===== src/hdl/sgcd_pkg.sv =====
// ----------------------------------------------------------------------------
// sgcd_pkg: shared types for the signed gcd pipeline
// Stage record carried between the gcd pipeline stages.
// ----------------------------------------------------------------------------
`default_nettype none
package sgcd_pkg;
    typedef struct packed {
        logic valid;
        logic zero_err;
    } sgcd_ctl_t;
endpackage
`default_nettype wire


===== src/hdl/sgcd_stage.sv =====
// ----------------------------------------------------------------------------
// sgcd_stage: one binary gcd step
// Holds one operand pair and applies one binary gcd step to it per transfer.
// ----------------------------------------------------------------------------
`default_nettype none
module sgcd_stage #(
    parameter int W  = 32,
    parameter int SW = 6
) (
    input  wire logic                 clk,
    input  wire logic                 rst_n,
    input  wire logic                 advance,
    input  wire sgcd_pkg::sgcd_ctl_t  ctl_in,
    input  wire logic [W-1:0]         a_in,
    input  wire logic [W-1:0]         b_in,
    input  wire logic [SW-1:0]        k_in,
    output sgcd_pkg::sgcd_ctl_t       ctl_out,
    output logic      [W-1:0]         a_out,
    output logic      [W-1:0]         b_out,
    output logic      [SW-1:0]        k_out
);
    import sgcd_pkg::*;

    sgcd_ctl_t     ctl_reg;
    logic [W-1:0]  a_reg, b_reg, a_next, b_next;
    logic [SW-1:0] k_reg, k_next;

    // a holds the running value (odd once both are nonzero), b shrinks to zero
    always_comb
    begin
        a_next = a_in;
        b_next = b_in;
        k_next = k_in;
        if (b_in != '0)
        begin
            if (!a_in[0] && !b_in[0])
            begin
                a_next = a_in >> 1;
                b_next = b_in >> 1;
                k_next = k_in + SW'(1);
            end
            else if (!a_in[0])
                a_next = a_in >> 1;
            else if (!b_in[0])
                b_next = b_in >> 1;
            else if (a_in > b_in)
            begin
                a_next = b_in;
                b_next = (a_in - b_in) >> 1;
            end
            else
                b_next = (b_in - a_in) >> 1;
        end
    end

    always_ff @(posedge clk or negedge rst_n)
    begin
        if (!rst_n)
            ctl_reg <= '0;
        else if (advance)
            ctl_reg <= ctl_in;
    end

    always_ff @(posedge clk)
    begin
        if (advance)
        begin
            a_reg <= a_next;
            b_reg <= b_next;
            k_reg <= k_next;
        end
    end

    assign ctl_out = ctl_reg;
    assign a_out   = a_reg;
    assign b_out   = b_reg;
    assign k_out   = k_reg;
endmodule
`default_nettype wire


===== config.mk =====
export PLATFORM = sky130hd
export DESIGN_NAME = sgcd_stage
export DESIGN_NICKNAME = d
export VERILOG_FILES = /design/src/hdl/sgcd_pkg.sv /design/src/hdl/sgcd_stage.sv
export SDC_FILE = /design/constraint.sdc
export NUM_CORES = 1
export LEC_CHECK = 0
export ABC_AREA = 1
export BUFFER_PORTS_ARGS = -buffer_cell sky130_fd_sc_hd__buf_2
export CAP_MARGIN = 40
export CELL_PAD_IN_SITES_DETAIL_PLACEMENT = 0
export CELL_PAD_IN_SITES_GLOBAL_PLACEMENT = 1
export CORE_AREA = 8 8 166 168
export CTS_BUF_LIST = sky130_fd_sc_hd__clkbuf_4 sky130_fd_sc_hd__clkbuf_8
export DETAILED_ROUTE_END_ITERATION = 10
export DIE_AREA = 0 0 174 176
export PLACE_DENSITY_LB_ADDON = 0.05
export SLEW_MARGIN = 40
export SYNTH_ARGS = -nofsm -noshare
export SYNTH_HDL_FRONTEND = slang
export SYNTH_SLANG_ARGS = --single-unit

===== constraint.sdc =====
create_clock -name clk -period 0.8 [get_ports clk]
set_input_delay 0.08 -clock clk [delete_from_list [all_inputs] [get_ports clk]]
set_output_delay 0.08 -clock clk [all_outputs]
set_load 0.02 [all_outputs]

* After elaboration in Yosys (flattened, before gate mapping)
Index checks and enable logic that the tools add are counted.
Storage, ports and cells: register bits after elaboration 72, bits in latches 0, bits in writable memories 0, bits in read-only memories 0, input port bits 75, output and inout bits 72, logic and storage cells 25, memories 0
Cells by class: add/subtract/negate cells 3, multipliers 0, divide/modulo/power cells 0, $lt $le $gt $ge 1, equal/unequal tests 0, shifts and indexed selects 0, mux-type cells 12, bitwise gates (word level) 0, reduce and logical (&&, ||, !) cells 4
Operators by type and width (count):
- $mux 32 | 8
- $sub 32x32->32 | 2
- $mux 31 | 2
- $gt 32x32->1 | 1
- $reduce_bool 32->1 | 1
- $mux 6 | 2
- $add 6x1->6 const B | 1
- $logic_not 1->1 | 2
- $logic_and 1x1->1 | 1

* Logic depth before layout (Yosys ltp)
Gate-level depths: netlist (run 1).
depth in word-level cells 6, depth in mapped cells 21, mapped depth without buffers 19

* Least setup slack after synthesis (run 1)
Ideal clock, no wire load.
path kind input to register, start point input b_in[0], end point register b_reg[27], in the netlist b_out[27] (data pin), library setup time 0.270 ns, arrival time 2.147 ns, required time 0.530 ns, path slack -1.617 ns, cell stages on the path 15, path buffers 2, path through buf_2 clkinv_1 clkbuf_1 ha_1 fa_1 o21bai_1 nand2_1 nand3_1 nand2_1 nand3_1 nand3_1 nand2_1 nand2_1 nand2_1 a21oi_1
Between the ends: cells in the longest elaborated chain, start to end 6, elaborated cells between the ends (all ways) 11, those cells by class 2 x add/sub; 1 x order compare; 5 x mux; 3 x reduce/logical
RTL lines:
- start, declared | RTL line sgcd_stage.sv:15 | input wire logic [W-1:0] b_in,
- $sub 32x32->32 (tied with other cells) | RTL line sgcd_stage.sv:52 | b_next = (b_in - a_in) >> 1;
- $mux 31 | RTL line sgcd_stage.sv:46 | else if (a_in > b_in)
- $mux 31 | RTL line sgcd_stage.sv:44 | else if (!b_in[0])
- $mux 32 | RTL line sgcd_stage.sv:42 | else if (!a_in[0])
- $mux 32 | RTL line sgcd_stage.sv:36 | if (!a_in[0] && !b_in[0])
- $mux 32 * | RTL line sgcd_stage.sv:34 | if (b_in != '0)
- named net b_next[27] | RTL line sgcd_stage.sv:25 | logic [W-1:0] a_reg, b_reg, a_next, b_next;
- end signal, assigned | RTL line sgcd_stage.sv:69 | b_reg <= b_next;
- end, declared | RTL line sgcd_stage.sv:25
The timed path passes the listed nets; every way through them passes the cells marked *. A chain may end at the register's enable or synchronous reset.

* Final worst setup path (run 1)
start point input a_in[0], end point register b_reg[5], in the netlist b_out[5] (data pin)
Between the ends: cells in the longest elaborated chain, start to end 6, elaborated cells between the ends (all ways) 10, those cells by class 2 x add/sub; 1 x order compare; 5 x mux; 2 x reduce/logical
RTL lines:
- start, declared | RTL line sgcd_stage.sv:14 | input wire logic [W-1:0] a_in,
- $sub 32x32->32 (tied with other cells) | RTL line sgcd_stage.sv:52
- $mux 31 | RTL line sgcd_stage.sv:46
- $mux 31 | RTL line sgcd_stage.sv:44
- $mux 32 | RTL line sgcd_stage.sv:42
- $mux 32 * | RTL line sgcd_stage.sv:36
- $mux 32 * | RTL line sgcd_stage.sv:34
- named net b_next[5] | RTL line sgcd_stage.sv:25
Marks and branches as above.

==> flow_summary.yaml, run 1 <==
run_status:
  status: "finished, violations left"
  violations: "negative setup slack"
detailed_routing:
  wl_um: 44160
  remaining_drc_errors: 0
  via_per_inst: 5.076
  wl_per_cell_um: 19.70
  first_pass_iters: 5
  ant_nets: 0
  vias: 11375
  drt-initial-drc-count: 1011
yosys:
  ys.flop_type: "edfxtp_1"
  syn_avg_cell_area_um2: 6.544
  yosys_warnings: 0
  synth_top_area_share_pct: 22.72
  synth_edf_count: 70
  ys_top_cells_by_area: "edfxtp_1 (23%), nand2_1 (18%), inv_1 (9.5%), ha_1 (8.8%), a21oi_1 (7.2%)"
  async_reset_ff_share_pct: 2.778
  ys_seq_elements: 72
  syn-cell-area_um2: 9253
  ys_types: 47
  yosys.area.top_type: "edfxtp_1"
  yosysSeqAreaShare_pct: 23.26
  syn_inst: 1414
  synth_fp_nets: 1556
clocking:
  cts_tree: "yes"
  cts.sinks: 72
  cts_buffers: 9
  clock_latency_ns: 0.36
  cts-root-buf: "clkbuf_8"
  clock_path_buffers: 2
  htreeDepth: 3
  path_clk_slew_ns: 0.08
timing:
  finalHoldViolCount: 0
  finalCritPeriodShare_pct: 238.4
  finClkSkew_ns: 0
  slew_headroom_pct: 64.84
  period_minus_slack_ns: 1.907
  slew_viol_final: 0
  setup_viol: 143
  fin_ws_ns: -1.107
  tns_ns: -82.17
  fmax_mhz: 524.4
  holdWs_ns: 0.02159
  tightest_slew_ns: 0.5268
  rsz0062_at_grt: "yes"
global_routing:
  grt_pass1_vias: 11005
  antenna_found_initial: 0
  grt_max_degree: 42
  grt-ovfl-total: 0
  grt_first_pass_wirelength_um: 64490
  grt.total_usage_pct: 27.40
placed_design:
  dp_hpwl_um: 35940
  routabilityCongestion: 0.9253
  port_buffers: 146
flow_run:
  cap_violations: 0
floorplanning:
  die_h_um: 176
  initial_core_util_pct: 37.28
  core-area_um2: 24820
  dieArea_um2: 30620
  die_x_um: 174
  io_pins: 147
  rows: 58
setup_path:
  path_cells: "buf_12, inv_12, ha_4, fa_2, inv_2, nand3_2, nand2_2, nand2_2, nand2_2, nand2_2, nand2_2, nand2_2, nand2_4, nand2_8, clkinv_8, buf_12, nor2_4, nor2_2, o21ai_2, a21oi_2"
  rrSetupSlack_ns: -0.10
  crit_path_start_kind: "primary input"
  critPathKind: "primary input to register"
  reg2reg_depth: 2
  cpMostUsedCell: "nand2_2"
  cpMaxStageDelayCell: "fa_2"
  cp_max_fo: 8
  reg2reg_from: "ctl_out[0]"
  worstReg2RegEnd: "ctl_out[0]"
  slowest_delay_ns: 0.35
  worstPathRequired_ns: 1.00
  crit_path_end_kind: "register"
  arrival_ns: 2.11
min_path:
  hp-start: "k_in[5]"
  hold_class: "primary input to register"
  worstHoldEndpoint: "k_out[5]"
  hold_path_depth: 2
cells_and_area:
  antenna_cells: 0
  flow.area_growth_from_synthesis_pct: 72.44
  fillers: 2242
  nets: 2048
  final_cell_mix: "buf_4 (354), nand2_1 (352), inv_1 (191)"
  mostFrequentLayoutCell: "buf_4"
  drive_above_1_share_pct: 50.65
power:
  power_density_nw_per_um2: 1238
  leakage_nw: 7.860
  ir_worst_vdd_mv: 0.9448
worst max-delay path, delay by kind of cell:
family	cells	cell delay, ns
buffers and inverters	5	0.42
adder cells (fa/ha/maj)	2	0.50
AO/OA/AOI/OAI	2	0.29
AND/OR/NAND/NOR	11	0.77
where the power goes:
part	leakage [nW]	internal, mW	switching (mW)
Sequential	0.706	4.65	0.225
Clock	0.110	1.83	1.52
Combinational	7.04	5.23	6.29
Total	7.86	11.7	8.03
worst max path at each step:
| stage | start | end | slack (ns) |
|---|---|---|---|
| 2_1_floorplan | a_in[0] | a_out[21] | -1.23 |
| 3_3_place_gp | a_in[10] | b_out[26] | -1.70 |
| 3_5_place_dp | a_in[10] | b_out[26] | -1.75 |
| 4_1_cts | a_in[0] | b_out[5] | -1.09 |
| 5_1_grt | a_in[23] | b_out[26] | -1.17 |
| 6_report | a_in[0] | b_out[5] | -1.11 |
per-layer routing:
metal / global-route usage [%] / vias to the layer above / part of all wire (%)
li1: - / 5563 / -
met3: 4.187 / 36 / 7.3
met4: 6.341 / 0 / 1.6
met2: 39.83 / 426 / 42
met1: 41.51 / 5350 / 49
met5: 0 / - / 0
stage by stage:
step	cell area, µm²	cells	total power [mW]	util, %	setup WS (ns)
3_5_place_dp	13270	2187	13.96	53.46	-1.748
6_report	15960	2241	19.75	64.29	-1.107
4_1_cts	14750	2224	18.42	59.42	-1.086
3_3_place_gp	13270	2187	13.94	53.46	-1.697
5_1_grt	15960	2241	20.69	64.29	-1.175
2_1_floorplan	9734	1414	9.672	-	-1.228
area by class of cell:
type	instances	area, µm²	area share, %
timing repair buffer	537	4591	28.77
tap	330	412.9	2.588
clock buffer	11	138.9	0.8705
clock inverter	5	81.33	0.5097
sequential	72	2155	13.50
inverter	246	1011	6.336
multi-input combinational	1040	7566	47.42
cells by family after synthesis:
family	count (synthesis)	share of synthesized area, %
fa+ha+maj	67	9.222
buf+inv	302	13.73
flops	72	23.26
compound gates	243	17.39
mux	2	0.2434
simple gates	688	32.37
xor+xnor	40	3.786
cell usage after synthesis, drive strengths merged (4+ instances only):
library cell and count:
nand3 94, o221ai 15, o21bai 8, o21ai 22, nor4 9, a21oi 146, edfxtp 70, nor2 101
clkinv 4, inv 242, nand4 13, xnor2 4, a22oi 31, buf 29, o211ai 14, ha 65
clkbuf 27, xor2 36, nand2 466
flip-flops by register name (all words and copies together), names as in the netlist:
signal   flops
k_out        6
b_out       32
a_out       32
ctl_out      2
repair_timing:
item / in CTS / in global routing
setup endpoints to repair: 142 / 143
gates resized for setup: 268 / 292
endpoints found under the hold margin: 4 / 0
pin swaps: 49 / 68
buffers inserted: 18 / 16
cloned: 1 / 2
hold buffers: 3 / 0
Power figures use the tool's default switching activity.
==> run 2: changes to the inputs <==
--- a/config.mk
+++ b/config.mk
@@ -5,15 +5,14 @@
 export SDC_FILE = /design/constraint.sdc
 export NUM_CORES = 1
 export LEC_CHECK = 0
-export ABC_AREA = 1
 export BUFFER_PORTS_ARGS = -buffer_cell sky130_fd_sc_hd__buf_2
 export CAP_MARGIN = 40
 export CELL_PAD_IN_SITES_DETAIL_PLACEMENT = 0
 export CELL_PAD_IN_SITES_GLOBAL_PLACEMENT = 1
-export CORE_AREA = 8 8 166 168
+export CORE_AREA = 8 8 148 150
 export CTS_BUF_LIST = sky130_fd_sc_hd__clkbuf_4 sky130_fd_sc_hd__clkbuf_8
 export DETAILED_ROUTE_END_ITERATION = 10
-export DIE_AREA = 0 0 174 176
+export DIE_AREA = 0 0 156 158
 export PLACE_DENSITY_LB_ADDON = 0.05
 export SLEW_MARGIN = 40
 export SYNTH_ARGS = -nofsm -noshare
==> run 2 against run 1 <==
The flow still finishes with violations (negative setup slack). Sequential power hardly changed. Sequential cell count stayed put. Die area shrank 20%. Cell area down 13%. Synthesized cell count fell by 38%. Critical endpoint is now b_out[11].
==> flow_summary.yaml, run 2 <==
run_status:
  status: "finished, violations left"
  violations: "negative setup slack"
setup_path:
  cpMaxStageDelayCell: "a211oi_4"
  crit_path_end_kind: "register"
  arrival_ns: 2.58
  crit_family: "compound AO/OA/AOI/OAI gates"
  rrSetupSlack_ns: -0.10
  cp_max_fo: 6
  critPathKind: "primary input to register"
  cp_num_buf_inv: 3
  crit_path_start_kind: "primary input"
  slowest_delay_ns: 0.38
  worstPathRequired_ns: 1.00
  path_cells: "buf_12, inv_12, ha_4, fa_2, and2b_2, o31ai_4, a211oi_4, o21a_4, nor2_8, buf_6, mux2_4, a21oi_4, xnor2_1, a222oi_1"
placed_design:
  dp_hpwl_um: 26920
  port_buffers: 146
  routabilityCongestion: 0.9647
clocking:
  cts_tree: "yes"
  cts.sinks: 72
  path_clk_slew_ns: 0.10
  htreeDepth: 3
  clock_path_buffers: 2
  clock_latency_ns: 0.38
  cts_buffers: 9
  cts-root-buf: "clkbuf_8"
timing:
  holdWs_ns: 0.03576
  finalHoldViolCount: 0
  slew_viol_final: 0
  tightest_slew_ns: 0.5493
  finClkSkew_ns: 0
  fmax_mhz: 420.3
  finalCritPeriodShare_pct: 297.4
  fin_ws_ns: -1.579
  slew_headroom_pct: 63.07
  rsz0062_at_grt: "yes"
  period_minus_slack_ns: 2.379
  setup_viol: 143
flow_run:
  cap_violations: 0
min_path:
  hold_class: "primary input to register"
cells_and_area:
  final_cell_mix: "buf_4 (340), buf_6 (106), buf_2 (74)"
  post-route-util_pct: 70.24
  drive_above_1_share_pct: 59.90
  flow.area_growth_from_synthesis_pct: 86.41
  nets: 1526
  mostFrequentLayoutCell: "buf_4"
  antenna_cells: 0
floorplanning:
  dieArea_um2: 24650
  io_pins: 147
  die_h_um: 158
  initial_core_util_pct: 37.68
  rows: 52
  core-area_um2: 19710
  die_x_um: 156
yosys:
  synth_top_area_share_pct: 28.30
  yosys_warnings: 0
  ys_types: 82
  async_reset_ff_share_pct: 2.778
  synth_edf_count: 70
  syn-cell-area_um2: 7428
  yosysSeqAreaShare_pct: 28.97
  ys_top_cells_by_area: "edfxtp_1 (28%), ha_1 (11%), a21oi_1 (8.4%), inv_1 (3.6%), o22ai_1 (3.6%)"
  yosysMostFrequentCell: "a21oi_1"
  synth_fp_nets: 1023
  syn_avg_cell_area_um2: 8.432
  yosys.area.top_type: "edfxtp_1"
  syn_inst: 881
  ys.flop_type: "edfxtp_1"
  ys_seq_elements: 72
  synth_common_cells: "a21oi_1 (124), inv_1 (72), edfxtp_1 (70)"
detailed_routing:
  ant_nets: 0
  first_pass_iters: 7
  vias: 9068
  drt-initial-drc-count: 650
  remaining_drc_errors: 0
  wl_per_cell_um: 21.62
  wl_um: 35860
  via_per_inst: 5.466
global_routing:
  antenna_found_initial: 0
  grt_first_pass_wirelength_um: 52020
  grt-ovfl-total: 0
  grt_pass1_vias: 9056
  grt.total_usage_pct: 27.72
  grt_max_degree: 33
power:
  power_density_nw_per_um2: 1315
  leakage_nw: 6.082
  ir_worst_vdd_mv: 1.016
  total_power_mw: 18.21
[run 2: cell types whose count changed after synthesis, sizes merged, moves of 24 or more]
| cell | previous run | this run |
|---|---|---|
| a21o | 2 | 27 |
| inv | 242 | 72 |
| nand2 | 466 | 56 |
| nand3 | 94 | 9 |
| nor2 | 101 | 66 |
| o21ai | 22 | 65 |
| o22ai | 2 | 43 |
| xor2 | 36 | 12 |
[run 2: per-stage QoR]
step	std cells	setup TNS [ns]	area, µm²	setup WS [ns]
floorplan	881	-101.88	7761	-1.634
global placement	1593	-136.57	11210	-2.081
detailed placement	1593	-141.88	11210	-2.153
CTS	1642	-110.13	12910	-1.517
global route	1659	-120.50	13850	-1.654
finish	1659	-113.25	13850	-1.579
[run 2: where the power goes]
part           internal (mW)  total, mW  switching [mW]  leakage, nW
Clock                   1.19       3.11            1.92       0.0888
Sequential              4.66       4.86           0.201        0.707
Combinational           5.09       10.2            5.15         5.29
Total                   10.9       18.2            7.27         6.08
[run 2: what timing repair did]
action / CTS / global route
pin swaps: 79 / 40
endpoints found under the hold margin: 5 / 0
cloned: 3 / 1
hold buffers: 5 / 0
setup buffers: 28 / 21
resized for setup: 286 / 198
setup endpoints to repair: 142 / 144
[run 2: final timing paths]
kind,from,end,cells after the start
max,a_in[0],b_out[11],14
min reg2reg,ctl_out[0],ctl_out[0],1
min,k_in[1],k_out[1],2
max in group asynchronous,rst_n,ctl_out[1],3
max reg2reg,ctl_out[1],ctl_out[1],2
min in group asynchronous,rst_n,ctl_out[0],3
[run 2: final cells by class]
type,instances,area [µm²]
Sequential cell,72,2155
Tap cell,270,337.8
Multi-Input combinational cell,680,6225
Timing Repair Buffer,549,4659
Inverter,72,285.3
Fill cell,1576,5867
Clock inverter,7,61.31
Clock buffer,9,123.9
[run 2: layer usage]
metal / track usage (%) / share of wire, %
met5: 0 / 0
met4: 6.701 / 1.5
met3: 3.849 / 5.7
met2: 46.06 / 48
met1: 37.23 / 45
[run 2: worst reg2reg max path, stage by stage (launching register included)]
cell     delay, ns
dfrtp_2       0.43
buf_6         0.11
mux2_2        0.25
[run 2: kinds of logic after synthesis]
kind of cell | count (synthesis) | synth area share (%)
fa+ha+maj | 67 | 11.49
flops | 72 | 28.97
mux | 13 | 1.920
simple gates | 215 | 14.99
buf+inv | 129 | 8.001
compound gates | 354 | 30.98
xor+xnor | 31 | 3.655
==> run 3: changes to the inputs <==
--- a/config.mk
+++ b/config.mk
@@ -18,3 +18,4 @@
 export SYNTH_ARGS = -nofsm -noshare
 export SYNTH_HDL_FRONTEND = slang
 export SYNTH_SLANG_ARGS = --single-unit
+export TNS_END_PERCENT = 1
==> run 3 against run 2 <==
The flow still finishes with violations (negative setup slack). Critical path type unchanged. Die area unchanged. Register-to-register slack better by 0.13 ns. Worst setup slack gained 0.066 ns. Non-clock buffer count shrank 30. Utilization down 7.6 points. Power fell by 3.9%. Sequential cell count stayed put. Sequential share of layout area is 1.9 points higher. Critical path depth did not move. Clock skew is the same. Maximum frequency grew 2.9%.
==> flow_summary.yaml, run 3 (synthesis gave the netlist of run 2 again) <==
timing:
  finalCritPeriodShare_pct: 289.1
  slew_viol_final: 0
  finClkSkew_ns: 0
  slew_headroom_pct: 50.47
  tightest_slew_ns: 0.7402
  fmax_mhz: 432.3
  fin_ws_ns: -1.513
  period_minus_slack_ns: 2.313
  rsz0062_at_grt: "yes"
  finalHoldViolCount: 0
  setup_viol: 142
clocking:
  htreeDepth: 3
  cts-root-buf: "clkbuf_8"
  path_clk_slew_ns: 0.09
  cts_buffers: 9
  clock_latency_ns: 0.37
  clock_path_buffers: 2
  cts.sinks: 72
  cts_tree: "yes"
placed_design:
  dp_hpwl_um: 26720
  pre_cts_ws_ns: -2.090
  dp.cells: 1596
  port_buffers: 146
  routabilityCongestion: 0.9934
setup_path:
  crit_path_end_kind: "register"
  path_cells: "buf_12, inv_12, ha_4, fa_2, and2b_2, o31ai_4, a211oi_4, o21a_4, nor2_8, buf_12, mux2_4, a21oi_2, xnor2_1, a222oi_1"
  cpMaxStageDelayCell: "a211oi_4"
  crit_path_start_kind: "primary input"
  crit_family: "compound AO/OA/AOI/OAI gates"
  critPathKind: "primary input to register"
  worstPathRequired_ns: 0.99
  cpMostUsedCell: "buf_12"
  cp_num_buf_inv: 3
  slowest_delay_ns: 0.34
  cp_max_fo: 8
  arrival_ns: 2.51
detailed_routing:
  via_per_inst: 5.371
  drt-initial-drc-count: 610
  ant_nets: 0
  wl_um: 33280
  first_pass_iters: 6
  remaining_drc_errors: 0
  wl_per_cell_um: 20.43
  vias: 8749
global_routing:
  grt_max_degree: 27
  antenna_found_initial: 1
  grt_pass1_vias: 8745
  grt-ovfl-total: 0
  grt_first_pass_wirelength_um: 50110
  grt.total_usage_pct: 26.64
cells_and_area:
  nets: 1496
  flow.area_growth_from_synthesis_pct: 66.24
  ff_latch_area_um2: 2152
  mostFrequentLayoutCell: "buf_4"
  instances_no_fill: 1629
  multiInputGateArea_um2: 5492
  final_cell_mix: "buf_4 (344), buf_2 (130), a21oi_1 (105)"
  post-route-util_pct: 62.64
  drive_above_1_share_pct: 50.77
  antenna_cells: 0
  fillers: 1799
min_path:
  hold_class: "primary input to register"
power:
  internal_power_mw: 11.01
  seq_power_share_pct: 27.3
  pwr-share-comb_pct: 50.8
  power_density_nw_per_um2: 1417
  total_power_mw: 17.50
  netSwitchingPower_mw: 6.492
  p_sw_share_pct: 37.10
  leakage_nw: 5.656
  ir_worst_vdd_mv: 0.7186
  pwr-share-clk_pct: 21.9
flow_run:
  cap_violations: 0
floorplanning:
  die_x_um: 156
  core-area_um2: 19710
  io_pins: 147
  initial_core_util_pct: 37.68
  rows: 52
  die_h_um: 158
  dieArea_um2: 24650
run_status:
  status: "finished, violations left"
  violations: "negative setup slack"
## run 3: changes by cell type in the layout (fill, tap and decap cells not counted), sizes merged
cell	previous run	this run
buf	542	513
clkinvlp	2	0
inv	76	74
clkbuf	10	9
clkinv	1	2
bufinv	0	3
## run 3: final timing paths
kind	cells after the start	slack, ns	startpoint	to
max reg2reg	1	0.03	ctl_out[0]	ctl_out[0]
max in group asynchronous	3	0.13	rst_n	ctl_out[1]
min reg2reg	1	0.52	ctl_out[1]	ctl_out[1]
max	14	-1.51	a_in[0]	b_out[11]
min	2	0.06	k_in[1]	k_out[1]
min in group asynchronous	3	0.56	rst_n	ctl_out[0]
## run 3: layout make-up
class                   count  area share (%)
clock buffers               9           1.003
clock inverters             7           1.033
inverters                  72           2.290
multi-input cells         680           44.47
flip-flops and latches     72           17.43
well taps                 270           2.736
repair buffers            519           31.04
## run 3: timing repair
| item | in CTS | in global routing |
|---|---|---|
| endpoints found under the setup margin | 142 | 142 |
| buffers inserted | 11 | 0 |
| resized for setup | 127 | 59 |
| hold buffers | 5 | 0 |
| pin swaps | 36 | 13 |
| gates cloned | 1 | 0 |
| endpoints found under the hold margin | 5 | 0 |
## run 3: per-layer routing
metal	vias to the layer above	part of all wire, %	global-route usage (%)
met2	343	45	42.55
met4	2	1.9	6.654
met5	-	0.030	0
li1	4213	-	-
met3	41	7.3	5.051
met1	4150	46	36.23
## run 3: power by group through the flow
stage,registers (mW),logic (mW),clock network (mW)
after floorplan,5.40,3.42,0
after global placement,4.85,7.83,0
after detailed placement,4.85,7.83,0
after CTS,4.77,8.52,3.94
after global routing,4.82,9.44,4.05
final,4.78,8.88,3.83
## run 3: per-stage QoR
stage | setup TNS, ns | hold slack (ns) | instance area, µm²
after global routing | -114.71 | 0.05290 | 12350
after detailed placement | -140.15 | -0.1330 | 11070
final | -106.33 | 0.05888 | 12350
after CTS | -106.46 | 0.03576 | 12090
after floorplan | -103.44 | -0.2156 | 7547
after global placement | -136.84 | -0.1334 | 11070
